**config.mk**
```make
export PLATFORM = sky130hd
export DESIGN_NAME = weekly_time_switch_io_controller_flat
export DESIGN_NICKNAME = d
export VERILOG_FILES = /design/src/rtl/wtsw_pkg.sv /design/src/rtl/wtsw_if.sv /design/src/rtl/wtsw_ctrl.sv /design/src/rtl/wtsw_dp.sv /design/src/rtl/weekly_time_switch_io_controller.sv /design/src/flat_wrapper.sv
export SDC_FILE = /design/constraint.sdc
export NUM_CORES = 1
export LEC_CHECK = 0
export BUFFER_PORTS_ARGS = -buffer_cell sky130_fd_sc_hd__buf_2
export CAP_MARGIN = 20
export CORE_ASPECT_RATIO = 0.75
export CORE_MARGIN = 10
export CORE_UTILIZATION = 50
export DETAILED_ROUTE_END_ITERATION = 12
export PLACE_DENSITY = 0.78
export SLEW_MARGIN = 20
export SYNTH_ARGS = -nofsm -noshare
export SYNTH_HDL_FRONTEND = slang
export SYNTH_SLANG_ARGS = --single-unit
```
**constraint.sdc**
```tcl
create_clock -name clk -period 6.5 [get_ports clk]
set_input_delay 1.3 -clock clk [delete_from_list [all_inputs] [get_ports clk]]
set_output_delay 1.3 -clock clk [all_outputs]
set_load 0.01 [all_outputs]
```
**src/rtl/wtsw_pkg.sv**
```systemverilog
// ----------------------------------------------------------------------------
// wtsw_pkg: shared types and constants
// Field widths, command codes, register indexes and the control and status
// structs between the sequencer and the datapath of the weekly time switch.
// ----------------------------------------------------------------------------
package wtsw_pkg;

	localparam int MODE_W   = 4;
	localparam int BYTE_W   = 8;
	localparam int DAY_W    = 4;
	localparam int MIN_W    = 12;
	localparam int CNT_W    = 4;
	localparam int HOUR_W   = 7;
	localparam int MIH_W    = 6;
	localparam int MARK_N   = 16;
	localparam int CFG_IDX_W = 2;
	localparam int CFG_DAT_W = 12;

	// command codes
	localparam logic [MODE_W-1:0] MODE_TICK        = 4'd0;
	localparam logic [MODE_W-1:0] MODE_RESET_BYTE  = 4'd1;
	localparam logic [MODE_W-1:0] MODE_SET_BYTE    = 4'd2;
	localparam logic [MODE_W-1:0] MODE_RESET_BIT   = 4'd3;
	localparam logic [MODE_W-1:0] MODE_SET_BIT     = 4'd4;
	localparam logic [MODE_W-1:0] MODE_READ_BIT    = 4'd5;
	localparam logic [MODE_W-1:0] MODE_READ_BYTE   = 4'd6;
	localparam logic [MODE_W-1:0] MODE_SET_TIME    = 4'd7;
	localparam logic [MODE_W-1:0] MODE_WRITE_ENTRY = 4'd8;

	// configuration register indexes
	localparam logic [CFG_IDX_W-1:0] CFG_OUTPUT_COUNT = 2'd0;
	localparam logic [CFG_IDX_W-1:0] CFG_INPUT_COUNT  = 2'd1;
	localparam logic [CFG_IDX_W-1:0] CFG_LAST_MINUTE  = 2'd2;

	localparam logic [CNT_W-1:0] RST_OUTPUT_COUNT = 4'd8;
	localparam logic [CNT_W-1:0] RST_INPUT_COUNT  = 4'd8;
	localparam logic [MIN_W-1:0] RST_LAST_MINUTE  = 12'd1439;

	localparam logic [CNT_W-1:0] PIN_MAX     = 4'd8;
	localparam logic [8:0]       SEC_LAST    = 9'd59;
	localparam logic [DAY_W-1:0] DAY_LAST    = 4'd6;
	localparam logic [DAY_W-1:0] DAY_EVERY   = 4'd7;
	localparam logic [23:0]      DIV60_RECIP = 24'd2185;  // ceil(2^17 / 60), exact to 4095
	localparam logic [12:0]      MIN_PER_HR  = 13'd60;

	typedef struct packed {
		logic [MODE_W-1:0] mode;
		logic [BYTE_W-1:0] value;
		logic [DAY_W-1:0]  day;
		logic [MIN_W-1:0]  minute_of_day;
		logic [BYTE_W-1:0] second;
		logic [BYTE_W-1:0] entry_index;
		logic [BYTE_W-1:0] reset_mask;
		logic [BYTE_W-1:0] set_mask;
		logic [BYTE_W-1:0] input_pins;
	} item_t;

	typedef struct packed {
		logic              status;
		logic [BYTE_W-1:0] read_value;
		logic [BYTE_W-1:0] output_bits;
		logic [HOUR_W-1:0] hour;
		logic [MIH_W-1:0]  minute_in_hour;
	} result_t;

	typedef struct packed {
		logic ld_item;   // capture the accepted command
		logic exec;      // execute the captured command
		logic scan_rd;   // read one schedule entry
		logic div_mul;   // first step of minute / 60
		logic out_load;  // load the result register
	} dp_cmd_t;

	typedef struct packed {
		logic fresh;     // executing tick rolls into a new minute
	} dp_stat_t;

endpackage

```
**src/rtl/wtsw_if.sv**
```systemverilog
// ----------------------------------------------------------------------------
// wtsw_if: channel interfaces
// Command, result and configuration channels, each with valid/ready.
// ----------------------------------------------------------------------------
interface wtsw_cmd_if import wtsw_pkg::*; ();
	logic              valid;
	logic              ready;
	logic [MODE_W-1:0] mode;
	logic [BYTE_W-1:0] value;
	logic [DAY_W-1:0]  day;
	logic [MIN_W-1:0]  minute_of_day;
	logic [BYTE_W-1:0] second;
	logic [BYTE_W-1:0] entry_index;
	logic [BYTE_W-1:0] reset_mask;
	logic [BYTE_W-1:0] set_mask;
	logic [BYTE_W-1:0] input_pins;

	modport source (
		output valid, mode, value, day, minute_of_day, second, entry_index,
		       reset_mask, set_mask, input_pins,
		input  ready
	);
	modport sink (
		input  valid, mode, value, day, minute_of_day, second, entry_index,
		       reset_mask, set_mask, input_pins,
		output ready
	);
endinterface

interface wtsw_rsp_if import wtsw_pkg::*; ();
	logic              valid;
	logic              ready;
	logic              status;
	logic [BYTE_W-1:0] read_value;
	logic [BYTE_W-1:0] output_bits;
	logic [HOUR_W-1:0] hour;
	logic [MIH_W-1:0]  minute_in_hour;

	modport source (
		output valid, status, read_value, output_bits, hour, minute_in_hour,
		input  ready
	);
	modport sink (
		input  valid, status, read_value, output_bits, hour, minute_in_hour,
		output ready
	);
endinterface

interface wtsw_cfg_if import wtsw_pkg::*; ();
	logic                 valid;
	logic                 ready;
	logic [CFG_IDX_W-1:0] index;
	logic [CFG_DAT_W-1:0] data;

	modport source (output valid, index, data, input ready);
	modport sink (input valid, index, data, output ready);
endinterface

```
**src/rtl/wtsw_ctrl.sv**
```systemverilog
// ----------------------------------------------------------------------------
// wtsw_ctrl: command sequencer
// Accepts a command, steps it through execute, schedule scan and the
// hour/minute split, and owns the valid flag of the result register.
// ----------------------------------------------------------------------------
module wtsw_ctrl import wtsw_pkg::*; #(
	parameter int ENTRIES = 16,
	parameter int AW      = 4
) (
	input  logic          clk,
	input  logic          arst_n,
	input  logic          in_valid,
	output logic          in_ready,
	output logic          out_valid,
	input  logic          out_ready,
	input  dp_stat_t      stat,
	output dp_cmd_t       cmd,
	output logic [AW-1:0] scan_addr
);

	localparam logic [2:0] ST_IDLE = 3'd0;
	localparam logic [2:0] ST_EXEC = 3'd1;
	localparam logic [2:0] ST_SCAN = 3'd2;
	localparam logic [2:0] ST_DIV1 = 3'd3;
	localparam logic [2:0] ST_DIV2 = 3'd4;

	localparam logic [AW-1:0] SCAN_LAST = AW'(ENTRIES - 1);

	logic [2:0]    state_q;
	logic [AW-1:0] cnt_q;
	logic          out_vld_q;
	logic          out_free;

	assign out_free  = !out_vld_q || out_ready;
	assign in_ready  = (state_q == ST_IDLE);
	assign out_valid = out_vld_q;
	assign scan_addr = cnt_q;

	always_comb begin
		cmd          = '0;
		cmd.ld_item  = (state_q == ST_IDLE) && in_valid;
		cmd.exec     = (state_q == ST_EXEC);
		cmd.scan_rd  = (state_q == ST_SCAN);
		cmd.div_mul  = (state_q == ST_DIV1);
		cmd.out_load = (state_q == ST_DIV2) && out_free;
	end

	always_ff @(posedge clk or negedge arst_n) begin
		if (!arst_n) begin
			state_q   <= ST_IDLE;
			cnt_q     <= '0;
			out_vld_q <= 1'b0;
		end else begin
			if (cmd.out_load)
				out_vld_q <= 1'b1;
			else if (out_ready)
				out_vld_q <= 1'b0;

			case (state_q)
				ST_IDLE: begin
					if (in_valid)
						state_q <= ST_EXEC;
				end
				ST_EXEC: begin
					cnt_q   <= '0;
					state_q <= stat.fresh ? ST_SCAN : ST_DIV1;
				end
				ST_SCAN: begin
					if (cnt_q == SCAN_LAST)
						state_q <= ST_DIV1;
					else
						cnt_q <= cnt_q + 1'b1;
				end
				ST_DIV1: begin
					state_q <= ST_DIV2;
				end
				ST_DIV2: begin
					if (out_free)
						state_q <= ST_IDLE;
				end
				default: begin
					state_q <= ST_IDLE;
				end
			endcase
		end
	end

endmodule

```
**src/rtl/wtsw_dp.sv**
```systemverilog
// ----------------------------------------------------------------------------
// wtsw_dp: time switch datapath
// Configuration, clock, output and marker registers, the schedule memory
// with per-entry valid bits, and the minute-of-day to hour/minute split.
// ----------------------------------------------------------------------------
module wtsw_dp import wtsw_pkg::*; #(
	parameter int OUTPUT_WIDTH = 8,
	parameter int ENTRIES      = 16,
	parameter int AW           = 4
) (
	input  logic                 clk,
	input  logic                 arst_n,
	input  dp_cmd_t              cmd,
	output dp_stat_t             stat,
	input  logic [AW-1:0]        scan_addr,
	input  item_t                item,
	input  logic                 cfg_we,
	input  logic [CFG_IDX_W-1:0] cfg_index,
	input  logic [CFG_DAT_W-1:0] cfg_data,
	output result_t              res
);

	localparam logic [CNT_W-1:0] OW_CNT = CNT_W'(OUTPUT_WIDTH);
	localparam logic [8:0]       ENT_N  = 9'(ENTRIES);

	// configuration
	logic [CNT_W-1:0] ocnt_q;
	logic [CNT_W-1:0] icnt_q;
	logic [MIN_W-1:0] last_q;

	// architectural state
	logic [OUTPUT_WIDTH-1:0] out_q;
	logic [MARK_N-1:0]       mrk_q;
	logic [DAY_W-1:0]        day_q;
	logic [MIN_W-1:0]        min_q;
	logic [BYTE_W-1:0]       sec_q;

	item_t             item_q;
	logic              st_q;
	logic [BYTE_W-1:0] rd_q;
	logic [HOUR_W-1:0] hour_q;
	result_t           res_q;

	// schedule memory: day[31:28] minute[27:16] reset[15:8] set[7:0]
	logic [31:0]        mem [ENTRIES];
	logic [ENTRIES-1:0] vld_q;
	logic [31:0]        ent_s1;
	logic               hit_s1;

	// limits and masks
	logic [CNT_W-1:0]        olim;
	logic [CNT_W-1:0]        ilim;
	logic [BYTE_W-1:0]       omask8;
	logic [BYTE_W-1:0]       imask8;
	logic [OUTPUT_WIDTH-1:0] omask;
	logic                    marker;
	logic [MARK_N-1:0]       mbit;
	logic [OUTPUT_WIDTH-1:0] obit;
	logic                    obad;
	logic                    ibad;
	logic                    idx_ok;

	// tick arithmetic
	logic [8:0]       sec_inc;
	logic             fresh;
	logic [MIN_W:0]   min_inc;
	logic             day_wrap;
	logic [DAY_W-1:0] day_inc;

	// exec results
	logic [OUTPUT_WIDTH-1:0] out_n;
	logic [MARK_N-1:0]       mrk_n;
	logic [DAY_W-1:0]        day_n;
	logic [MIN_W-1:0]        min_n;
	logic [BYTE_W-1:0]       sec_n;
	logic                    st_n;
	logic [BYTE_W-1:0]       rd_n;
	logic                    we;

	// scan apply
	logic [DAY_W-1:0]        e_day;
	logic [MIN_W-1:0]        e_min;
	logic                    e_match;
	logic [OUTPUT_WIDTH-1:0] e_clr;
	logic [OUTPUT_WIDTH-1:0] e_set;

	// minute / 60
	logic [23:0]      prod;
	logic [12:0]      qx60;
	logic [MIN_W-1:0] rem;

	assign olim   = (ocnt_q > OW_CNT) ? OW_CNT : ocnt_q;
	assign ilim   = (icnt_q > PIN_MAX) ? PIN_MAX : icnt_q;
	assign omask8 = BYTE_W'((9'd1 << olim) - 9'd1);
	assign imask8 = BYTE_W'((9'd1 << ilim) - 9'd1);
	assign omask  = omask8[OUTPUT_WIDTH-1:0];

	assign marker = item_q.value[7];
	assign mbit   = MARK_N'(1) << item_q.value[3:0];
	assign obit   = OUTPUT_WIDTH'(8'd1 << item_q.value[2:0]);
	assign obad   = {4'd0, item_q.value} >= {8'd0, olim};
	assign ibad   = {4'd0, item_q.value} >= {8'd0, ilim};
	assign idx_ok = {1'b0, item_q.entry_index} < ENT_N;

	// tick: seconds, then minute overflow past last_minute, then day range
	assign sec_inc  = {1'b0, sec_q} + 9'd1;
	assign fresh    = sec_inc > SEC_LAST;
	assign min_inc  = {1'b0, min_q} + {{MIN_W{1'b0}}, fresh};
	assign day_wrap = min_inc > {1'b0, last_q};
	assign day_inc  = day_wrap ? (day_q + 1'b1) : day_q;

	assign stat.fresh = (item_q.mode == MODE_TICK) && fresh;

	always_comb begin
		out_n = out_q;
		mrk_n = mrk_q;
		day_n = day_q;
		min_n = min_q;
		sec_n = sec_q;
		st_n  = 1'b0;
		rd_n  = '0;
		we    = 1'b0;
		case (item_q.mode)
			MODE_TICK: begin
				sec_n = fresh ? '0 : sec_inc[BYTE_W-1:0];
				min_n = day_wrap ? '0 : min_inc[MIN_W-1:0];
				day_n = (day_inc > DAY_LAST) ? '0 : day_inc;
			end
			MODE_RESET_BYTE: begin
				out_n = out_q & ~(item_q.value[OUTPUT_WIDTH-1:0] & omask);
			end
			MODE_SET_BYTE: begin
				out_n = out_q | (item_q.value[OUTPUT_WIDTH-1:0] & omask);
			end
			MODE_RESET_BIT, MODE_SET_BIT: begin
				if (marker) begin
					mrk_n = (item_q.mode == MODE_SET_BIT) ? (mrk_q | mbit) : (mrk_q & ~mbit);
				end else if (obad) begin
					st_n = 1'b1;
				end else begin
					out_n = (item_q.mode == MODE_SET_BIT) ? (out_q | obit) : (out_q & ~obit);
				end
			end
			MODE_READ_BIT: begin
				if (marker)
					rd_n = BYTE_W'(mrk_q[item_q.value[3:0]]);
				else if (ibad)
					st_n = 1'b1;
				else
					rd_n = BYTE_W'(item_q.input_pins[item_q.value[2:0]]);
			end
			MODE_READ_BYTE: begin
				rd_n = item_q.input_pins & imask8;
			end
			MODE_SET_TIME: begin
				day_n = item_q.day;
				min_n = item_q.minute_of_day;
				sec_n = item_q.second;
			end
			MODE_WRITE_ENTRY: begin
				if (idx_ok)
					we = 1'b1;
				else
					st_n = 1'b1;
			end
			default: begin
				st_n = 1'b1;
			end
		endcase
	end

	// entry read in the previous cycle; match against the updated clock
	assign e_day   = ent_s1[31:28];
	assign e_min   = ent_s1[27:16];
	assign e_match = hit_s1 && ((e_day == DAY_EVERY) || (e_day == day_q)) && (e_min == min_q);
	assign e_clr   = ent_s1[OUTPUT_WIDTH+7:8] & omask;
	assign e_set   = ent_s1[OUTPUT_WIDTH-1:0] & omask;

	assign prod = 24'(min_q) * DIV60_RECIP;
	assign qx60 = 13'(hour_q) * MIN_PER_HR;
	assign rem  = min_q - qx60[MIN_W-1:0];

	always_ff @(posedge clk) begin
		if (cmd.exec && we)
			mem[item_q.entry_index[AW-1:0]] <= {item_q.day, item_q.minute_of_day,
			                                    item_q.reset_mask, item_q.set_mask};
		ent_s1 <= mem[scan_addr];
	end

	always_ff @(posedge clk) begin
		if (cmd.ld_item)
			item_q <= item;
		if (cmd.exec) begin
			st_q <= st_n;
			rd_q <= rd_n;
		end
		if (cmd.div_mul)
			hour_q <= prod[23:17];
		if (cmd.out_load) begin
			res_q.status         <= st_q;
			res_q.read_value     <= rd_q;
			res_q.output_bits    <= BYTE_W'(out_q);
			res_q.hour           <= hour_q;
			res_q.minute_in_hour <= rem[MIH_W-1:0];
		end
	end

	always_ff @(posedge clk or negedge arst_n) begin
		if (!arst_n) begin
			ocnt_q <= RST_OUTPUT_COUNT;
			icnt_q <= RST_INPUT_COUNT;
			last_q <= RST_LAST_MINUTE;
			out_q  <= '0;
			mrk_q  <= '0;
			day_q  <= '0;
			min_q  <= '0;
			sec_q  <= '0;
			vld_q  <= '0;
			hit_s1 <= 1'b0;
		end else begin
			if (cfg_we) begin
				case (cfg_index)
					CFG_OUTPUT_COUNT: ocnt_q <= cfg_data[CNT_W-1:0];
					CFG_INPUT_COUNT:  icnt_q <= cfg_data[CNT_W-1:0];
					CFG_LAST_MINUTE:  last_q <= cfg_data;
					default: ;
				endcase
			end
			hit_s1 <= cmd.scan_rd && vld_q[scan_addr];
			if (cmd.exec) begin
				out_q <= out_n;
				mrk_q <= mrk_n;
				day_q <= day_n;
				min_q <= min_n;
				sec_q <= sec_n;
				if (we)
					vld_q[item_q.entry_index[AW-1:0]] <= 1'b1;
			end else if (e_match) begin
				out_q <= (out_q & ~e_clr) | e_set;
			end
		end
	end

	assign res = res_q;

endmodule

```
**src/rtl/weekly_time_switch_io_controller.sv**
```systemverilog
// Sequence: a command beat steps through execute, then, on a tick that starts a
// new minute, the schedule scan (one entry per cycle through the single read
// port of the schedule memory), then DIV1 and DIV2; DIV2 holds the result
// register load while an earlier result still waits to be taken. The next
// command is taken while a result waits in the output register.
// Reset: asynchronous; clears clock, outputs, markers and all entry valid bits.
// ----------------------------------------------------------------------------
// weekly_time_switch_io_controller: weekly programmable time switch
// Command-driven output/marker/input access with a seconds/minute/day clock
// and a scanned schedule table that fires on each new minute.
// ----------------------------------------------------------------------------
module weekly_time_switch_io_controller import wtsw_pkg::*; #(
	parameter int OUTPUT_WIDTH = 8,
	parameter int ENTRIES      = 16
) (
	input  logic clk,
	input  logic arst_n,
	wtsw_cmd_if.sink   cmd,
	wtsw_rsp_if.source rsp,
	wtsw_cfg_if.sink   cfg
);

	localparam int AW = (ENTRIES > 1) ? $clog2(ENTRIES) : 1;

	dp_cmd_t       dp_cmd;
	dp_stat_t      dp_stat;
	logic [AW-1:0] scan_addr;
	item_t         item;
	result_t       res;

	assign item.mode          = cmd.mode;
	assign item.value         = cmd.value;
	assign item.day           = cmd.day;
	assign item.minute_of_day = cmd.minute_of_day;
	assign item.second        = cmd.second;
	assign item.entry_index   = cmd.entry_index;
	assign item.reset_mask    = cmd.reset_mask;
	assign item.set_mask      = cmd.set_mask;
	assign item.input_pins    = cmd.input_pins;

	assign cfg.ready = 1'b1;

	wtsw_ctrl #(
		.ENTRIES (ENTRIES),
		.AW      (AW)
	) u_ctrl (
		.clk       (clk),
		.arst_n    (arst_n),
		.in_valid  (cmd.valid),
		.in_ready  (cmd.ready),
		.out_valid (rsp.valid),
		.out_ready (rsp.ready),
		.stat      (dp_stat),
		.cmd       (dp_cmd),
		.scan_addr (scan_addr)
	);

	wtsw_dp #(
		.OUTPUT_WIDTH (OUTPUT_WIDTH),
		.ENTRIES      (ENTRIES),
		.AW           (AW)
	) u_dp (
		.clk       (clk),
		.arst_n    (arst_n),
		.cmd       (dp_cmd),
		.stat      (dp_stat),
		.scan_addr (scan_addr),
		.item      (item),
		.cfg_we    (cfg.valid && cfg.ready),
		.cfg_index (cfg.index),
		.cfg_data  (cfg.data),
		.res       (res)
	);

	assign rsp.status         = res.status;
	assign rsp.read_value     = res.read_value;
	assign rsp.output_bits    = res.output_bits;
	assign rsp.hour           = res.hour;
	assign rsp.minute_in_hour = res.minute_in_hour;

`ifndef SYNTHESIS
	// one command in flight: no second beat right behind the first
	a_one_in_flight: assert property (@(posedge clk) disable iff (!arst_n)
		cmd.valid && cmd.ready |=> !cmd.ready)
		else $error("command accepted twice in a row");

	a_err_no_read: assert property (@(posedge clk) disable iff (!arst_n)
		rsp.valid && rsp.status |-> rsp.read_value == 8'd0)
		else $error("error result carries read data");

	a_min_range: assert property (@(posedge clk) disable iff (!arst_n)
		rsp.valid |-> rsp.minute_in_hour < 6'd60)
		else $error("minute in hour out of range");
`endif

endmodule
```
**src/flat_wrapper.sv**
```systemverilog
// flat-port wrapper written by rule: the top's interface ports become plain ports
module weekly_time_switch_io_controller_flat import wtsw_pkg::*;
#(
	parameter int OUTPUT_WIDTH = 8,
	parameter int ENTRIES      = 16
)
  (clk, arst_n, cmd_valid, cmd_mode, cmd_value, cmd_day, cmd_minute_of_day, cmd_second, cmd_entry_index, cmd_reset_mask, cmd_set_mask, cmd_input_pins, cmd_ready, rsp_valid, rsp_status, rsp_read_value, rsp_output_bits, rsp_hour, rsp_minute_in_hour, rsp_ready, cfg_valid, cfg_index, cfg_data, cfg_ready);
  wtsw_cmd_if cmd_i ();
  wtsw_rsp_if rsp_i ();
  wtsw_cfg_if cfg_i ();
  input  logic clk;
  input  logic arst_n;
  input wire logic [$bits(cmd_i.valid)-1:0] cmd_valid;
  input wire logic [$bits(cmd_i.mode)-1:0] cmd_mode;
  input wire logic [$bits(cmd_i.value)-1:0] cmd_value;
  input wire logic [$bits(cmd_i.day)-1:0] cmd_day;
  input wire logic [$bits(cmd_i.minute_of_day)-1:0] cmd_minute_of_day;
  input wire logic [$bits(cmd_i.second)-1:0] cmd_second;
  input wire logic [$bits(cmd_i.entry_index)-1:0] cmd_entry_index;
  input wire logic [$bits(cmd_i.reset_mask)-1:0] cmd_reset_mask;
  input wire logic [$bits(cmd_i.set_mask)-1:0] cmd_set_mask;
  input wire logic [$bits(cmd_i.input_pins)-1:0] cmd_input_pins;
  output wire logic [$bits(cmd_i.ready)-1:0] cmd_ready;
  output wire logic [$bits(rsp_i.valid)-1:0] rsp_valid;
  output wire logic [$bits(rsp_i.status)-1:0] rsp_status;
  output wire logic [$bits(rsp_i.read_value)-1:0] rsp_read_value;
  output wire logic [$bits(rsp_i.output_bits)-1:0] rsp_output_bits;
  output wire logic [$bits(rsp_i.hour)-1:0] rsp_hour;
  output wire logic [$bits(rsp_i.minute_in_hour)-1:0] rsp_minute_in_hour;
  input wire logic [$bits(rsp_i.ready)-1:0] rsp_ready;
  input wire logic [$bits(cfg_i.valid)-1:0] cfg_valid;
  input wire logic [$bits(cfg_i.index)-1:0] cfg_index;
  input wire logic [$bits(cfg_i.data)-1:0] cfg_data;
  output wire logic [$bits(cfg_i.ready)-1:0] cfg_ready;
  assign cmd_i.valid = cmd_valid;
  assign cmd_i.mode = cmd_mode;
  assign cmd_i.value = cmd_value;
  assign cmd_i.day = cmd_day;
  assign cmd_i.minute_of_day = cmd_minute_of_day;
  assign cmd_i.second = cmd_second;
  assign cmd_i.entry_index = cmd_entry_index;
  assign cmd_i.reset_mask = cmd_reset_mask;
  assign cmd_i.set_mask = cmd_set_mask;
  assign cmd_i.input_pins = cmd_input_pins;
  assign cmd_ready = cmd_i.ready;
  assign rsp_valid = rsp_i.valid;
  assign rsp_status = rsp_i.status;
  assign rsp_read_value = rsp_i.read_value;
  assign rsp_output_bits = rsp_i.output_bits;
  assign rsp_hour = rsp_i.hour;
  assign rsp_minute_in_hour = rsp_i.minute_in_hour;
  assign rsp_i.ready = rsp_ready;
  assign cfg_i.valid = cfg_valid;
  assign cfg_i.index = cfg_index;
  assign cfg_i.data = cfg_data;
  assign cfg_ready = cfg_i.ready;
  weekly_time_switch_io_controller #(.OUTPUT_WIDTH(OUTPUT_WIDTH), .ENTRIES(ENTRIES)) u_core (.clk(clk), .arst_n(arst_n), .cmd(cmd_i), .rsp(rsp_i), .cfg(cfg_i));
endmodule
```
==> metrics.csv <==
metric,value,unit
status,completed,
startpoint,u_core.u_dp.sec_q[0]$_DFFE_PN0P_,
rsz0062_at_grt,false,
r2r-end,u_core.u_dp.min_q[2]$_DFFE_PN0P_,
synth_top_family_by_area,multiplexers,
n_fill_cell,4594,
core_area,62170,µm²
drive_above_1_share,0.2208,
synth_edf_count,626,
initial_core_util,0.5065,
hold_buffers,0,
skew,0.02116,ns
r2r-start,u_core.u_dp.sec_q[0]$_DFFE_PN0P_,
via_per_inst,6.106,
yosys.area_share.simple,0.04867,
rows,79,
cts-root-buf,clkbuf_16,
clock.fmax,0.1782,GHz
wl_per_cell,24.87,µm
synth_flop_cell,edfxtp_1,
grt_usage,0.1964,
die_w,309.8,µm
grt_pass1_wl,110.5,mm
cp_slowest_stage_delay,0.50,ns
fin_nets,2255,
yosysSeqAreaShare,0.6916,
num_vias,17890,
path_clk_slew,0.07,ns
antenna_cells,0,
ys_warn_count,0,
cp-start-kind,flop,
multi_input_area,9148,µm²
period_minus_slack,5.610,ns
synth_xor_area_frac,0.01252,
ys_types,79,
post-synth-top-count-cell,edfxtp_1,
drtIter0Drc,2231,
avgSynthCellArea,16.20,µm²
ant_nets,0,
timing.final.crit_share,0.8631,
path_buf_inv,1,
synth_mux_area_frac,0.1120,
die_h,237.3,µm
synth.area.top_cells,"edfxtp_1 (60%), dfrtp_1 (6.6%), mux4_2 (5.4%)",
grt_pass1_vias,18300,
critPathArrivalTime,6.12,ns
ff2ff_path_depth,22,
endpoint_kind,flop,
die-area,73520,µm²
synth_compound_area_frac,0.06985,
syn-cell-area,31490,µm²
power,13.13,mW
post_cts_resized,0,
area_growth,11.75,%
drc_errors,0,
io_pins,120,
cts_setup_buffers,0,
synthDominantCellAreaShare,0.5970,
critical_path.slowest_cell,and2_1,
clock_sinks,751,
ys_async_sr_fraction,0.1238,
critical_path_class,reg -> reg,
cp_cell_sequence,inv_1 > ha_1 > nor3_1 > nor3b_1 > o22ai_1 > a21o_1 > o211ai_2 > ha_1 > ha_1 > nand3_4 > nor3_4 > nand2_1 > xnor2_1 > ha_1 > a21o_1 > a21oi_2 > or3b_1 > o21ai_2 > and2b_1 > and2_1 > a32oi_1 > o2bb2ai_1,
required,7.01,ns
port_buffers,118,
gr-total-overflow,0,
seq_area,21790,µm²
crit_family,simple AND/OR/NAND/NOR gates,
antenna_found_initial,0,
yosysTopAreaCell,edfxtp_1,
synth.top_cells.by_count,"edfxtp_1 (626), nand2_1 (104), mux2i_1 (97)",
hold_violations,0,
wl,72.87,mm
ir_drop,0.0002329,V
place.gp.congestion,0.8845,
grt_max_degree,74,
dr.pass1.iters,8,
clock_path_buffers,3,
p_leak,12.58,nW
drv_slew,0,
crit_end,u_core.u_dp.min_q[2]$_DFFE_PN0P_,
cts_tree,yes,
synth_nets,2134,
power.density,373.0,nW/µm²
final.setup.tns,0,ns
maxCapViolCount,0,
clk_latency,0.61,ns
setup_viol_count_final,0,
cp_max_fo,12,
syn_inst,1944,
place_hpwl,43.48,mm
cts_buffers,67,
crit_top_cell,ha_1,
synth.ff_latch_count,751,
crit_cells,22,
r2r_setup_slack,0.89,ns
h-tree-depth,3,
synth_fa_ha_area_frac,0.04283,
relSlewSlack,0.2939,
hold_class,reg -> reg,
worst_pin_slew,1.059,ns
## metrics by stage
stage | setup slack [ns] | util | area [µm²] | hold slack [ns] | std cells
floorplan | 1.833 | - | 31490 | 0.4003 | 1944
global placement | 1.251 | 0.5309 | 33010 | 0.4044 | 2806
detailed placement | 1.065 | 0.5309 | 33010 | 0.4081 | 2806
CTS | 0.9736 | 0.5659 | 35180 | 0.4232 | 2930
global route | 0.5143 | 0.5660 | 35190 | 0.4270 | 2930
finish | 0.8895 | 0.5660 | 35190 | 0.4205 | 2930
## placed cells by master, fill, tap and decap left out, types with 14 or more instances in the layout
cell	Yosys	final
a22oi_1	40	40
a21oi_1	70	70
xnor2_1	31	31
nand2_1	104	103
nor2_4	0	16
clkbuf_16	0	70
clkbuf_1	47	16
mux4_2	76	76
inv_1	58	58
a221oi_1	44	44
mux2i_1	97	97
nand3_1	20	20
or2_2	17	17
dfrtp_1	83	80
dfxtp_1	32	32
mux2_2	75	75
ha_1	95	95
buf_2	30	117
xor2_1	14	14
edfxtp_1	626	626
buf_4	6	33
nor2_1	65	48
o21ai_0	94	94
## per-layer routing
metal	part of all wire	up-vias	global-route usage
met5	0	-	0
met4	0.026	0	0.05937
met3	0.090	142	0.04361
met2	0.47	910	0.3083
met1	0.41	9015	0.2724
li1	-	7823	-
## sequential cells by signal, indices dropped and copies added, names as in the netlist, 8 cells and up, named ones only
register / cells
u_core.u_dp.out_q: 8
u_core.u_dp.last_q: 12
u_core.u_dp.min_q: 12
u_core.u_dp.sec_q: 8
u_core.u_dp.res: 30
u_core.u_dp.ent_s1: 32
u_core.u_dp.vld_q: 16
u_core.u_dp.mem: 512
u_core.u_dp.rd_q: 8
u_core.u_dp.item_q: 68
## logic make-up after synthesis
family                     Yosys count
DFF                                751
AOI/OAI and AO/OA                  333
and+or+nand+nor                    306
muxes                              248
buffers and inverters              157
adders and majority gates          103
xor gates and xnor gates            45
other                                1
## power by group
part | total (mW) | internal, mW | switching (mW)
Sequential | 6.40 | 5.82 | 0.577
Clock | 3.96 | 2.18 | 1.77
Combinational | 2.77 | 1.23 | 1.54
## area by class of cell
cell class	count	share of cell area
clock buffers	91	0.05344
multi-input cells	1036	0.2600
clock inverters	33	0.008427
inverters	58	0.006187
well taps	810	0.02880
repair buffers	151	0.02400
flip-flops and latches	751	0.6192
## worst min path at each step
stage | from | to | slack (ns) | cells past startpoint
3_5_place_dp | u_core.u_dp.rd_q[0]$_DFFE_PP_ | u_core.u_dp.res[21]$_DFFE_PP_ | 0.41 | 0
5_1_grt | u_core.u_dp.rd_q[4]$_DFFE_PP_ | u_core.u_dp.res[25]$_DFFE_PP_ | 0.43 | 0
3_3_place_gp | u_core.u_dp.rd_q[6]$_DFFE_PP_ | u_core.u_dp.res[27]$_DFFE_PP_ | 0.40 | 0
2_1_floorplan | u_core.u_dp.hour_q[4]$_DFFE_PP_ | u_core.u_dp.res[10]$_DFFE_PP_ | 0.40 | 0
6_report | u_core.u_dp.hour_q[5]$_DFFE_PP_ | u_core.u_dp.res[11]$_DFFE_PP_ | 0.42 | 0
4_1_cts | u_core.u_dp.rd_q[0]$_DFFE_PP_ | u_core.u_dp.res[21]$_DFFE_PP_ | 0.42 | 0
No activity file was read; power rests on OpenSTA's default activity.
